==> config.mk <==
export PLATFORM = sky130hd
export DESIGN_NAME = mouse_motion_packet_queue_unit
export DESIGN_NICKNAME = d
export VERILOG_FILES = /design/src/design/mmpq_pkg.sv /design/src/design/mouse_motion_packet_queue_unit.sv /design/src/design/mmpq_ram.sv /design/src/design/mmpq_front.sv /design/src/design/mmpq_back.sv
export SDC_FILE = /design/constraint.sdc
export NUM_CORES = 2
export LEC_CHECK = 0
export BUFFER_PORTS_ARGS = -buffer_cell sky130_fd_sc_hd__buf_2
export CAP_MARGIN = 20
export CORE_ASPECT_RATIO = 0.9
export CORE_UTILIZATION = 45
export CTS_BUF_LIST = sky130_fd_sc_hd__clkbuf_4 sky130_fd_sc_hd__clkbuf_8
export DETAILED_ROUTE_END_ITERATION = 10
export PLACE_DENSITY = 0.71
export SETUP_SLACK_MARGIN = 0.2
export SKIP_LAST_GASP = 1
export SLEW_MARGIN = 40
export SYNTH_ARGS = -nofsm -noshare
export SYNTH_HDL_FRONTEND = slang
export SYNTH_SLANG_ARGS = --single-unit
==> constraint.sdc <==
create_clock -name clk -period 13.19 [get_ports clk]
set_input_delay 1.9785 -clock clk [delete_from_list [all_inputs] [get_ports clk]]
set_output_delay 1.9785 -clock clk [all_outputs]
set_load 0.005 [all_outputs]
==> src/design/mmpq_pkg.sv <==
// Shared types and constants for the mouse motion packet queue.
// No dependencies; the front end, back end and top level import this package.
package mmpq_pkg;

  localparam int FIFO_DEPTH_DEF = 160;

  // Command codes carried on the input tuser
  localparam logic [2:0] CMD_MOVE     = 3'd0;
  localparam logic [2:0] CMD_BTN_DOWN = 3'd1;
  localparam logic [2:0] CMD_BTN_UP   = 3'd2;
  localparam logic [2:0] CMD_SEND     = 3'd3;
  localparam logic [2:0] CMD_READ     = 3'd4;

  localparam int IN_DATA_W  = 40;
  localparam int IN_USER_W  = 3;
  localparam int OUT_DATA_W = 24;

  typedef enum logic [2:0] {
    OP_NOP,
    OP_MOVE,
    OP_BTN_SET,
    OP_BTN_CLR,
    OP_SEND,
    OP_READ
  } op_t;

  typedef struct packed {
    op_t         op;
    logic [15:0] dx;
    logic [15:0] dy;
    logic [2:0]  btn_mask;
  } cmd_rec_t;

  typedef struct packed {
    logic [7:0] fifo_level;
    logic [5:0] packets_queued;
    logic [7:0] read_data;
  } res_t;

  // Clamp a 16-bit two's complement value to -256..255 (9-bit result)
  function automatic logic [8:0] clamp_delta(input logic [15:0] v);
    logic [8:0] r;
    r = v[8:0];
    if (!v[15] && (v > 16'h00FF)) begin
      r = 9'h0FF;
    end else if (v[15] && (v < 16'hFF00)) begin
      r = 9'h100;
    end
    return r;
  endfunction

endpackage

==> src/design/mouse_motion_packet_queue_unit.sv <==
// Channel  Dir  Handshake              Payload
// in_      in   in_tvalid/in_tready    tuser: cmd; tdata: move_dx, move_dy, button_index
// out_     out  out_tvalid/out_tready  tdata: read_data, packets_queued, fifo_level
//
// Move, button and unknown commands load the result in ST_IDLE; a read passes
// ST_READ (registered RAM read port); a send writes each packet byte by byte in
// ST_PKT, ST_B1, ST_B2 via the single RAM write port, ending early if the FIFO fills.
// Reset (rst_n, synchronous, active low) clears accumulators, buttons and the
// FIFO pointers; FIFO contents are not cleared. A two-entry command queue lets
// the input keep accepting while the back end works or the output stalls.
// Top level: wires the front end and the back end, which holds the packet RAM.
// Depends on mmpq_pkg, mmpq_front and mmpq_back.
module mouse_motion_packet_queue_unit #(
  parameter int FIFO_DEPTH = mmpq_pkg::FIFO_DEPTH_DEF
) (
  input  logic                                 clk,
  input  logic                                 rst_n,
  input  logic                                 in_tvalid,
  output logic                                 in_tready,
  // [15:0] move_dx, [31:16] move_dy, [33:32] button_index, [39:34] zero
  input  logic [mmpq_pkg::IN_DATA_W-1:0]       in_tdata,
  // [2:0] cmd
  input  logic [mmpq_pkg::IN_USER_W-1:0]       in_tuser,
  output logic                                 out_tvalid,
  input  logic                                 out_tready,
  // [7:0] read_data, [13:8] packets_queued, [21:14] fifo_level, [23:22] zero
  output logic [mmpq_pkg::OUT_DATA_W-1:0]      out_tdata
);
  import mmpq_pkg::*;

  logic     q_valid;
  logic     q_pop;
  cmd_rec_t q_cmd;

  mmpq_front u_front (
    .clk       (clk),
    .rst_n     (rst_n),
    .in_tvalid (in_tvalid),
    .in_tready (in_tready),
    .in_tdata  (in_tdata),
    .in_tuser  (in_tuser),
    .q_valid   (q_valid),
    .q_pop     (q_pop),
    .q_cmd     (q_cmd)
  );

  mmpq_back #(.FIFO_DEPTH(FIFO_DEPTH)) u_back (
    .clk        (clk),
    .rst_n      (rst_n),
    .q_valid    (q_valid),
    .q_pop      (q_pop),
    .q_cmd      (q_cmd),
    .out_tvalid (out_tvalid),
    .out_tready (out_tready),
    .out_tdata  (out_tdata)
  );

endmodule

==> src/design/mmpq_ram.sv <==
// Generic single-write, single-read RAM with registered read data.
// No dependencies.
module mmpq_ram #(
  parameter int WIDTH = 8,
  parameter int DEPTH = 160
) (
  input  logic                     clk,
  input  logic                     we,
  input  logic [$clog2(DEPTH)-1:0] waddr,
  input  logic [WIDTH-1:0]         wdata,
  input  logic [$clog2(DEPTH)-1:0] raddr,
  output logic [WIDTH-1:0]         rdata
);

  logic [WIDTH-1:0] mem [DEPTH];

  always_ff @(posedge clk) begin
    if (we) begin
      mem[waddr] <= wdata;
    end
    rdata <= mem[raddr];
  end

endmodule

==> src/design/mmpq_front.sv <==
// Front end: accepts stream items, decodes the command, and holds them in a
// two-entry queue for the back end. Depends on mmpq_pkg.
module mmpq_front (
  input  logic                                 clk,
  input  logic                                 rst_n,
  input  logic                                 in_tvalid,
  output logic                                 in_tready,
  input  logic [mmpq_pkg::IN_DATA_W-1:0]       in_tdata,
  input  logic [mmpq_pkg::IN_USER_W-1:0]       in_tuser,
  output logic                                 q_valid,
  input  logic                                 q_pop,
  output mmpq_pkg::cmd_rec_t                   q_cmd
);
  import mmpq_pkg::*;

  cmd_rec_t   dec;
  cmd_rec_t   q_mem_r [2];
  logic       wr_ptr_r, wr_ptr_nxt;
  logic       rd_ptr_r, rd_ptr_nxt;
  logic [1:0] cnt_r, cnt_nxt;
  logic       push;

  always_comb begin
    dec.dx = in_tdata[15:0];
    dec.dy = in_tdata[31:16];
    unique case (in_tdata[33:32])
      2'd0:    dec.btn_mask = 3'b001;
      2'd1:    dec.btn_mask = 3'b010;
      2'd2:    dec.btn_mask = 3'b100;
      default: dec.btn_mask = 3'b000;
    endcase
    unique case (in_tuser)
      CMD_MOVE:     dec.op = OP_MOVE;
      CMD_BTN_DOWN: dec.op = OP_BTN_SET;
      CMD_BTN_UP:   dec.op = OP_BTN_CLR;
      CMD_SEND:     dec.op = OP_SEND;
      CMD_READ:     dec.op = OP_READ;
      default:      dec.op = OP_NOP;
    endcase
  end

  assign in_tready = (cnt_r != 2'd2);
  assign push      = in_tvalid && in_tready;
  assign q_valid   = (cnt_r != 2'd0);
  assign q_cmd     = q_mem_r[rd_ptr_r];

  always_comb begin
    wr_ptr_nxt = push ? ~wr_ptr_r : wr_ptr_r;
    rd_ptr_nxt = q_pop ? ~rd_ptr_r : rd_ptr_r;
    cnt_nxt    = cnt_r + 2'(push) - 2'(q_pop);
  end

  always_ff @(posedge clk) begin
    if (!rst_n) begin
      wr_ptr_r <= 1'b0;
      rd_ptr_r <= 1'b0;
      cnt_r    <= 2'd0;
    end else begin
      wr_ptr_r <= wr_ptr_nxt;
      rd_ptr_r <= rd_ptr_nxt;
      cnt_r    <= cnt_nxt;
    end
  end

  always_ff @(posedge clk) begin
    if (push) begin
      q_mem_r[wr_ptr_r] <= dec;
    end
  end

endmodule

==> src/design/mmpq_back.sv <==
// Back end: motion accumulators, button bits, packet builder and byte FIFO
// control, plus the result register. Depends on mmpq_pkg and mmpq_ram.
module mmpq_back #(
  parameter int FIFO_DEPTH = mmpq_pkg::FIFO_DEPTH_DEF
) (
  input  logic                                 clk,
  input  logic                                 rst_n,
  input  logic                                 q_valid,
  output logic                                 q_pop,
  input  mmpq_pkg::cmd_rec_t                   q_cmd,
  output logic                                 out_tvalid,
  input  logic                                 out_tready,
  output logic [mmpq_pkg::OUT_DATA_W-1:0]      out_tdata
);
  import mmpq_pkg::*;

  localparam int AW = $clog2(FIFO_DEPTH);
  localparam int CW = $clog2(FIFO_DEPTH + 1);

  typedef enum logic [5:0] {
    ST_IDLE = 6'b000001,
    ST_PKT  = 6'b000010,
    ST_B1   = 6'b000100,
    ST_B2   = 6'b001000,
    ST_READ = 6'b010000,
    ST_DONE = 6'b100000
  } state_t;

  state_t      state_r, state_nxt;
  logic [15:0] ax_r, ax_nxt, ay_r, ay_nxt;
  logic [2:0]  btn_r, btn_nxt;
  logic [AW-1:0] head_r, head_nxt, tail_r, tail_nxt;
  logic [CW-1:0] cnt_r, cnt_nxt;
  logic [8:0]  sx_r, sx_nxt, sy_r, sy_nxt;
  logic [5:0]  pq_r, pq_nxt;
  logic        hit_r, hit_nxt;
  logic        out_valid_r, out_valid_nxt;
  res_t        res_r, res_nxt;
  logic        load;
  res_t        load_res;

  logic        ram_we;
  logic [7:0]  ram_wdata;
  logic [7:0]  ram_rdata;

  logic [16:0] sum_x, sum_y;
  logic [15:0] rem_x, rem_y;
  logic [8:0]  cx, cy;
  logic        slot_free;

  mmpq_ram #(.WIDTH(8), .DEPTH(FIFO_DEPTH)) u_ram (
    .clk   (clk),
    .we    (ram_we),
    .waddr (tail_r),
    .wdata (ram_wdata),
    .raddr (head_r),
    .rdata (ram_rdata)
  );

  function automatic logic [7:0] level8(input logic [CW-1:0] c);
    return (32'(c) > 32'd255) ? 8'hFF : 8'(c);
  endfunction

  function automatic logic [15:0] sat16(input logic [16:0] s);
    logic [15:0] r;
    r = s[15:0];
    if (s[16] != s[15]) begin
      r = s[16] ? 16'h8000 : 16'h7FFF;
    end
    return r;
  endfunction

  assign slot_free = !out_valid_r || out_tready;
  assign q_pop     = (state_r == ST_IDLE) && q_valid && slot_free;

  assign sum_x = {ax_r[15], ax_r} + {q_cmd.dx[15], q_cmd.dx};
  assign sum_y = {ay_r[15], ay_r} - {q_cmd.dy[15], q_cmd.dy};
  assign cx    = clamp_delta(ax_r);
  assign cy    = clamp_delta(ay_r);
  assign rem_x = ax_r - {{7{sx_r[8]}}, sx_r};
  assign rem_y = ay_r - {{7{sy_r[8]}}, sy_r};

  always_comb begin
    state_nxt = state_r;
    ax_nxt    = ax_r;
    ay_nxt    = ay_r;
    btn_nxt   = btn_r;
    head_nxt  = head_r;
    tail_nxt  = tail_r;
    cnt_nxt   = cnt_r;
    sx_nxt    = sx_r;
    sy_nxt    = sy_r;
    pq_nxt    = pq_r;
    hit_nxt   = hit_r;
    ram_we    = 1'b0;
    ram_wdata = 8'h00;
    load      = 1'b0;
    load_res  = '0;
    load_res.fifo_level = level8(cnt_r);

    unique case (state_r)
      ST_IDLE: begin
        if (q_pop) begin
          case (q_cmd.op)
            OP_MOVE: begin
              ax_nxt = sat16(sum_x);
              ay_nxt = sat16(sum_y);
              load   = 1'b1;
            end
            OP_BTN_SET: begin
              btn_nxt = btn_r | q_cmd.btn_mask;
              load    = 1'b1;
            end
            OP_BTN_CLR: begin
              btn_nxt = btn_r & ~q_cmd.btn_mask;
              load    = 1'b1;
            end
            OP_SEND: begin
              pq_nxt    = 6'd0;
              state_nxt = ST_PKT;
            end
            OP_READ: begin
              // RAM read at head is issued this cycle
              hit_nxt = (cnt_r != '0);
              if (cnt_r != '0) begin
                head_nxt = (head_r == AW'(FIFO_DEPTH - 1)) ? '0 : head_r + 1'b1;
                cnt_nxt  = cnt_r - 1'b1;
              end
              state_nxt = ST_READ;
            end
            default: begin
              load = 1'b1;
            end
          endcase
        end
      end
      ST_PKT: begin
        if (cnt_r > CW'(FIFO_DEPTH - 3)) begin
          state_nxt = ST_DONE;
        end else begin
          sx_nxt    = cx;
          sy_nxt    = cy;
          ram_we    = 1'b1;
          ram_wdata = {2'b00, cy[8], cx[8], 1'b1, btn_r};
          tail_nxt  = (tail_r == AW'(FIFO_DEPTH - 1)) ? '0 : tail_r + 1'b1;
          cnt_nxt   = cnt_r + 1'b1;
          state_nxt = ST_B1;
        end
      end
      ST_B1: begin
        ram_we    = 1'b1;
        ram_wdata = sx_r[7:0];
        tail_nxt  = (tail_r == AW'(FIFO_DEPTH - 1)) ? '0 : tail_r + 1'b1;
        cnt_nxt   = cnt_r + 1'b1;
        state_nxt = ST_B2;
      end
      ST_B2: begin
        ram_we    = 1'b1;
        ram_wdata = sy_r[7:0];
        tail_nxt  = (tail_r == AW'(FIFO_DEPTH - 1)) ? '0 : tail_r + 1'b1;
        cnt_nxt   = cnt_r + 1'b1;
        ax_nxt    = rem_x;
        ay_nxt    = rem_y;
        pq_nxt    = (pq_r == 6'h3F) ? pq_r : pq_r + 6'd1;
        // repeat only while both remainders are nonzero
        state_nxt = ((rem_x != 16'h0000) && (rem_y != 16'h0000)) ? ST_PKT : ST_DONE;
      end
      ST_READ: begin
        load               = 1'b1;
        load_res.read_data = hit_r ? ram_rdata : 8'h00;
        state_nxt          = ST_IDLE;
      end
      ST_DONE: begin
        load                    = 1'b1;
        load_res.packets_queued = pq_r;
        state_nxt               = ST_IDLE;
      end
      default: begin
        state_nxt = ST_IDLE;
      end
    endcase
  end

  always_comb begin
    out_valid_nxt = out_valid_r && !out_tready;
    res_nxt       = res_r;
    if (load) begin
      out_valid_nxt = 1'b1;
      res_nxt       = load_res;
    end
  end

  assign out_tvalid = out_valid_r;
  assign out_tdata  = 24'(res_r);

  always_ff @(posedge clk) begin
    if (!rst_n) begin
      state_r     <= ST_IDLE;
      ax_r        <= 16'h0000;
      ay_r        <= 16'h0000;
      btn_r       <= 3'b000;
      head_r      <= '0;
      tail_r      <= '0;
      cnt_r       <= '0;
      out_valid_r <= 1'b0;
    end else begin
      state_r     <= state_nxt;
      ax_r        <= ax_nxt;
      ay_r        <= ay_nxt;
      btn_r       <= btn_nxt;
      head_r      <= head_nxt;
      tail_r      <= tail_nxt;
      cnt_r       <= cnt_nxt;
      out_valid_r <= out_valid_nxt;
    end
  end

  always_ff @(posedge clk) begin
    sx_r  <= sx_nxt;
    sy_r  <= sy_nxt;
    pq_r  <= pq_nxt;
    hit_r <= hit_nxt;
    res_r <= res_nxt;
  end

endmodule
==> metrics.yaml <==
pwr:
  ir_drop_uv: 97.99
  pwr_density_cell_nw_per_um2: 144.5
  leakage_nw: 19.51
die:
  io_pins: 73
  coreArea_um2: 133800
  dieArea_um2: 136800
  row_count: 127
  die_width_um: 389.8
  initial_core_util_pct: 45.52
  die_y_um: 351.0
critical_path:
  arrival_ns: 5.28
  start_kind: "flip-flop"
  crit_fanout: 41
  cp-end-kind: "flip-flop"
  cp_data_required_time_ns: 14.02
  critPathKind: "reg2reg"
synth:
  yosysWarnings: 0
  synth-main-ff-cell: "edfxtp_1"
  synth-edff-count: 1403
  synth_top_cell_area_share_pct: 69.17
  syn_area_um2: 60910
  synth_top_family_by_area: "multiplexers"
  synth_compound_gate_area_share_pct: 3.667
  muxShareOfSynthArea_pct: 16.29
  synthCells: 3194
  yosysTopAreaCell: "edfxtp_1"
  synth_cell_types: 76
  synth_common_cells: "edfxtp_1, mux4_2, nor2_1"
  synth_simple_gate_area_share_pct: 4.123
  synth_area_leaders: "edfxtp_1, mux4_2, dfxtp_1, nor2_1, ha_1"
  synth.most_common_cell: "edfxtp_1"
  synth_fa_ha_area_share_pct: 1.726
  synth_seq_cells: 1482
  seq_area_frac_synth_pct: 71.77
  async_flop_share_pct: 0
  syn_area_per_cell_um2: 19.07
  synthXorXnorAreaFrac_pct: 0.9347
detailed_routing:
  via_count: 30940
  dr.pass1.iters: 6
  drc: 0
  drtAntennaViolNets: 0
  post_drt_wl_per_cell_um: 25.02
  via_per_inst: 5.763
  routed_wl_mm: 134.3
  detail_route.iter0.violations: 3001
timing:
  fin_crit_sh_pct: 33.77
  slew_headroom_pct: 42.90
  max_freq_mhz: 224.5
  fin_skew_ns: 0.05196
  worstMarginPinSlew_ns: 0.8533
  slew_violations: 0
  rsz0062_at_grt: "false"
  hold_viol_final: 0
  fin_tns_setup_ns: 0
  fin_crit_ns: 4.454
  setup_viol: 0
clocking:
  cts_resized: 0
  postCtsSetupRepairBufs: 0
  path_clk_slew_ns: 0.06
  clockBufferDepth: 3
  cts-buffers-inserted: 220
  holdBufCountCts: 0
  htree_levels: 4
  cts_tree: "yes"
  cts-root-buf: "clkbuf_8"
  clk_latency_ns: 0.96
  clock_sinks: 1482
flow_run:
  drv_cap: 0
global_route:
  grt_max_degree: 106
  use_met3_pct: 4.688
  met2_usage_pct: 30.68
  use_met1_pct: 27.82
  grt_pass1_wl_mm: 198.6
  grt_use_total_pct: 19.69
  gr-total-overflow: 0
  grt_pass1_vias: 30860
  grt-busiest-layer: "met2"
  antenna_found_initial: 6
cells_and_area:
  fin_util_pct: 50.79
  area_growth_pct: 11.57
  layout-drive-gt1-share_pct: 27.99
  nets: 3512
  fillerInstances: 10640
place:
  port-buffer-count: 64
  gp_congestion: 0.8560
  dp_hpwl_mm: 83.27
outcome:
  run_status: "finished clean"
hold_path:
  min_path_type: "reg2reg"
[routing by layer]
| layer | vias up | routed length [um] |
|---|---|---|
| met3 | 196 | 11110 |
| met2 | 1219 | 64280 |
| met1 | 16060 | 56230 |
| met4 | 4 | 2692 |
| met5 | - | 23 |
| li1 | 13460 | - |
[where the power goes]
part	switching (mW)	leakage [nW]	internal, mW
clock	1.77	2.24	1.82
combinational	0.547	4.99	0.384
sequential	0.0673	12.3	5.23
total	2.38	19.5	7.44
[kinds of logic (layout without fill, tap and decap cells)]
group                      Yosys count  in the layout
muxes                              469            469
xor gates and xnor gates            65             65
and+or+nand+nor                    550            550
DFF                               1482           1482
other                                1              5
AOI/OAI and AO/OA                  329            329
adders and majority gates           81             81
buffers and inverters              217            581
[critical path: stages (launching register included)]
cell and delay (ns):
dfxtp_2 0.31, buf_4 0.50, mux2i_1 0.42, ha_1 0.31
nor2b_1 0.13, o21ai_0 0.23, a21oi_1 0.13, o21ai_0 0.49
a211oi_1 0.23, o32ai_1 0.44, mux2i_2 0.62, and2_1 0.35
a21oi_1 0.12
[registers in the layout (all words and copies together), names as in the netlist, 2 cells and up, named ones only]
signal / cells
u_back.cnt_r: 8
u_back.state_r: 6
u_back.out_tdata: 22
u_back.ax_r: 16
u_back.head_r: 8
u_front.cnt_r: 2
u_back.u_ram.rdata: 8
u_back.u_ram.mem: 1280
u_back.sy_r: 9
u_front.q_mem_r: 76
u_back.ay_r: 16
u_back.sx_r: 9
u_back.pq_r: 6
u_back.tail_r: 8
[cell usage in the layout, fill, tap and decap left out, drive strengths merged, types with 16 or more instances in the layout]
cell	synthesis	final
xor2	35	35
nand3	41	41
ha	76	76
dfxtp	79	79
o311ai	16	16
o21a	32	32
o21ai	48	48
mux4	416	416
nand2	88	88
xnor2	30	30
o211ai	18	18
and2	23	23
buf	56	121
nor2b	38	38
a211oi	20	20
clkinv	1	92
clkbuf	99	294
inv	61	71
nor3	29	29
a21oi	92	92
edfxtp	1403	1403
mux2i	36	36
a21o	22	22
mux2	17	17
nor2	262	262
[worst paths after layout]
path / slack (ns) / depth (start not counted) / endpoint / startpoint
setup / recovery: 8.74 / 12 / u_back.ay_r[1]$_SDFFE_PN0P_ / flip-flop
hold / removal: 0.51 / 2 / flip-flop / flip-flop
setup reg to reg: 8.74 / 12 / u_back.ay_r[1]$_SDFFE_PN0P_ / flip-flop
hold reg to reg: 0.51 / 2 / flip-flop / flip-flop
[area by class of cell]
class	instances	area [um^2]	area share, %
multi-input combinational	1496	16540	24.35
timing repair buffer	122	939.7	1.383
inverter	62	257.7	0.3793
sequential	1482	43730	64.36
tap	1806	2260	3.325
clock buffer	293	3595	5.290
clock inverter	104	618.1	0.9096
antenna	3	7.507	0.01105
[through the flow]
stage / hold slack, ns / worst slack, ns / total power, mW / instance area, um^2 / instances
after floorplan: 0.4535 / 3.980 / 6.053 / 60910 / 3195
after global placement: 0.5011 / 8.689 / 6.295 / 63330 / 4960
after detailed placement: 0.5094 / 8.556 / 6.316 / 63410 / 4961
after CTS: 0.5176 / 8.543 / 9.868 / 67630 / 5358
after global routing: 0.5672 / 8.491 / 10.18 / 67950 / 5366
final: 0.5068 / 8.736 / 9.816 / 67950 / 5368
(Power assumes the default switching activity.)
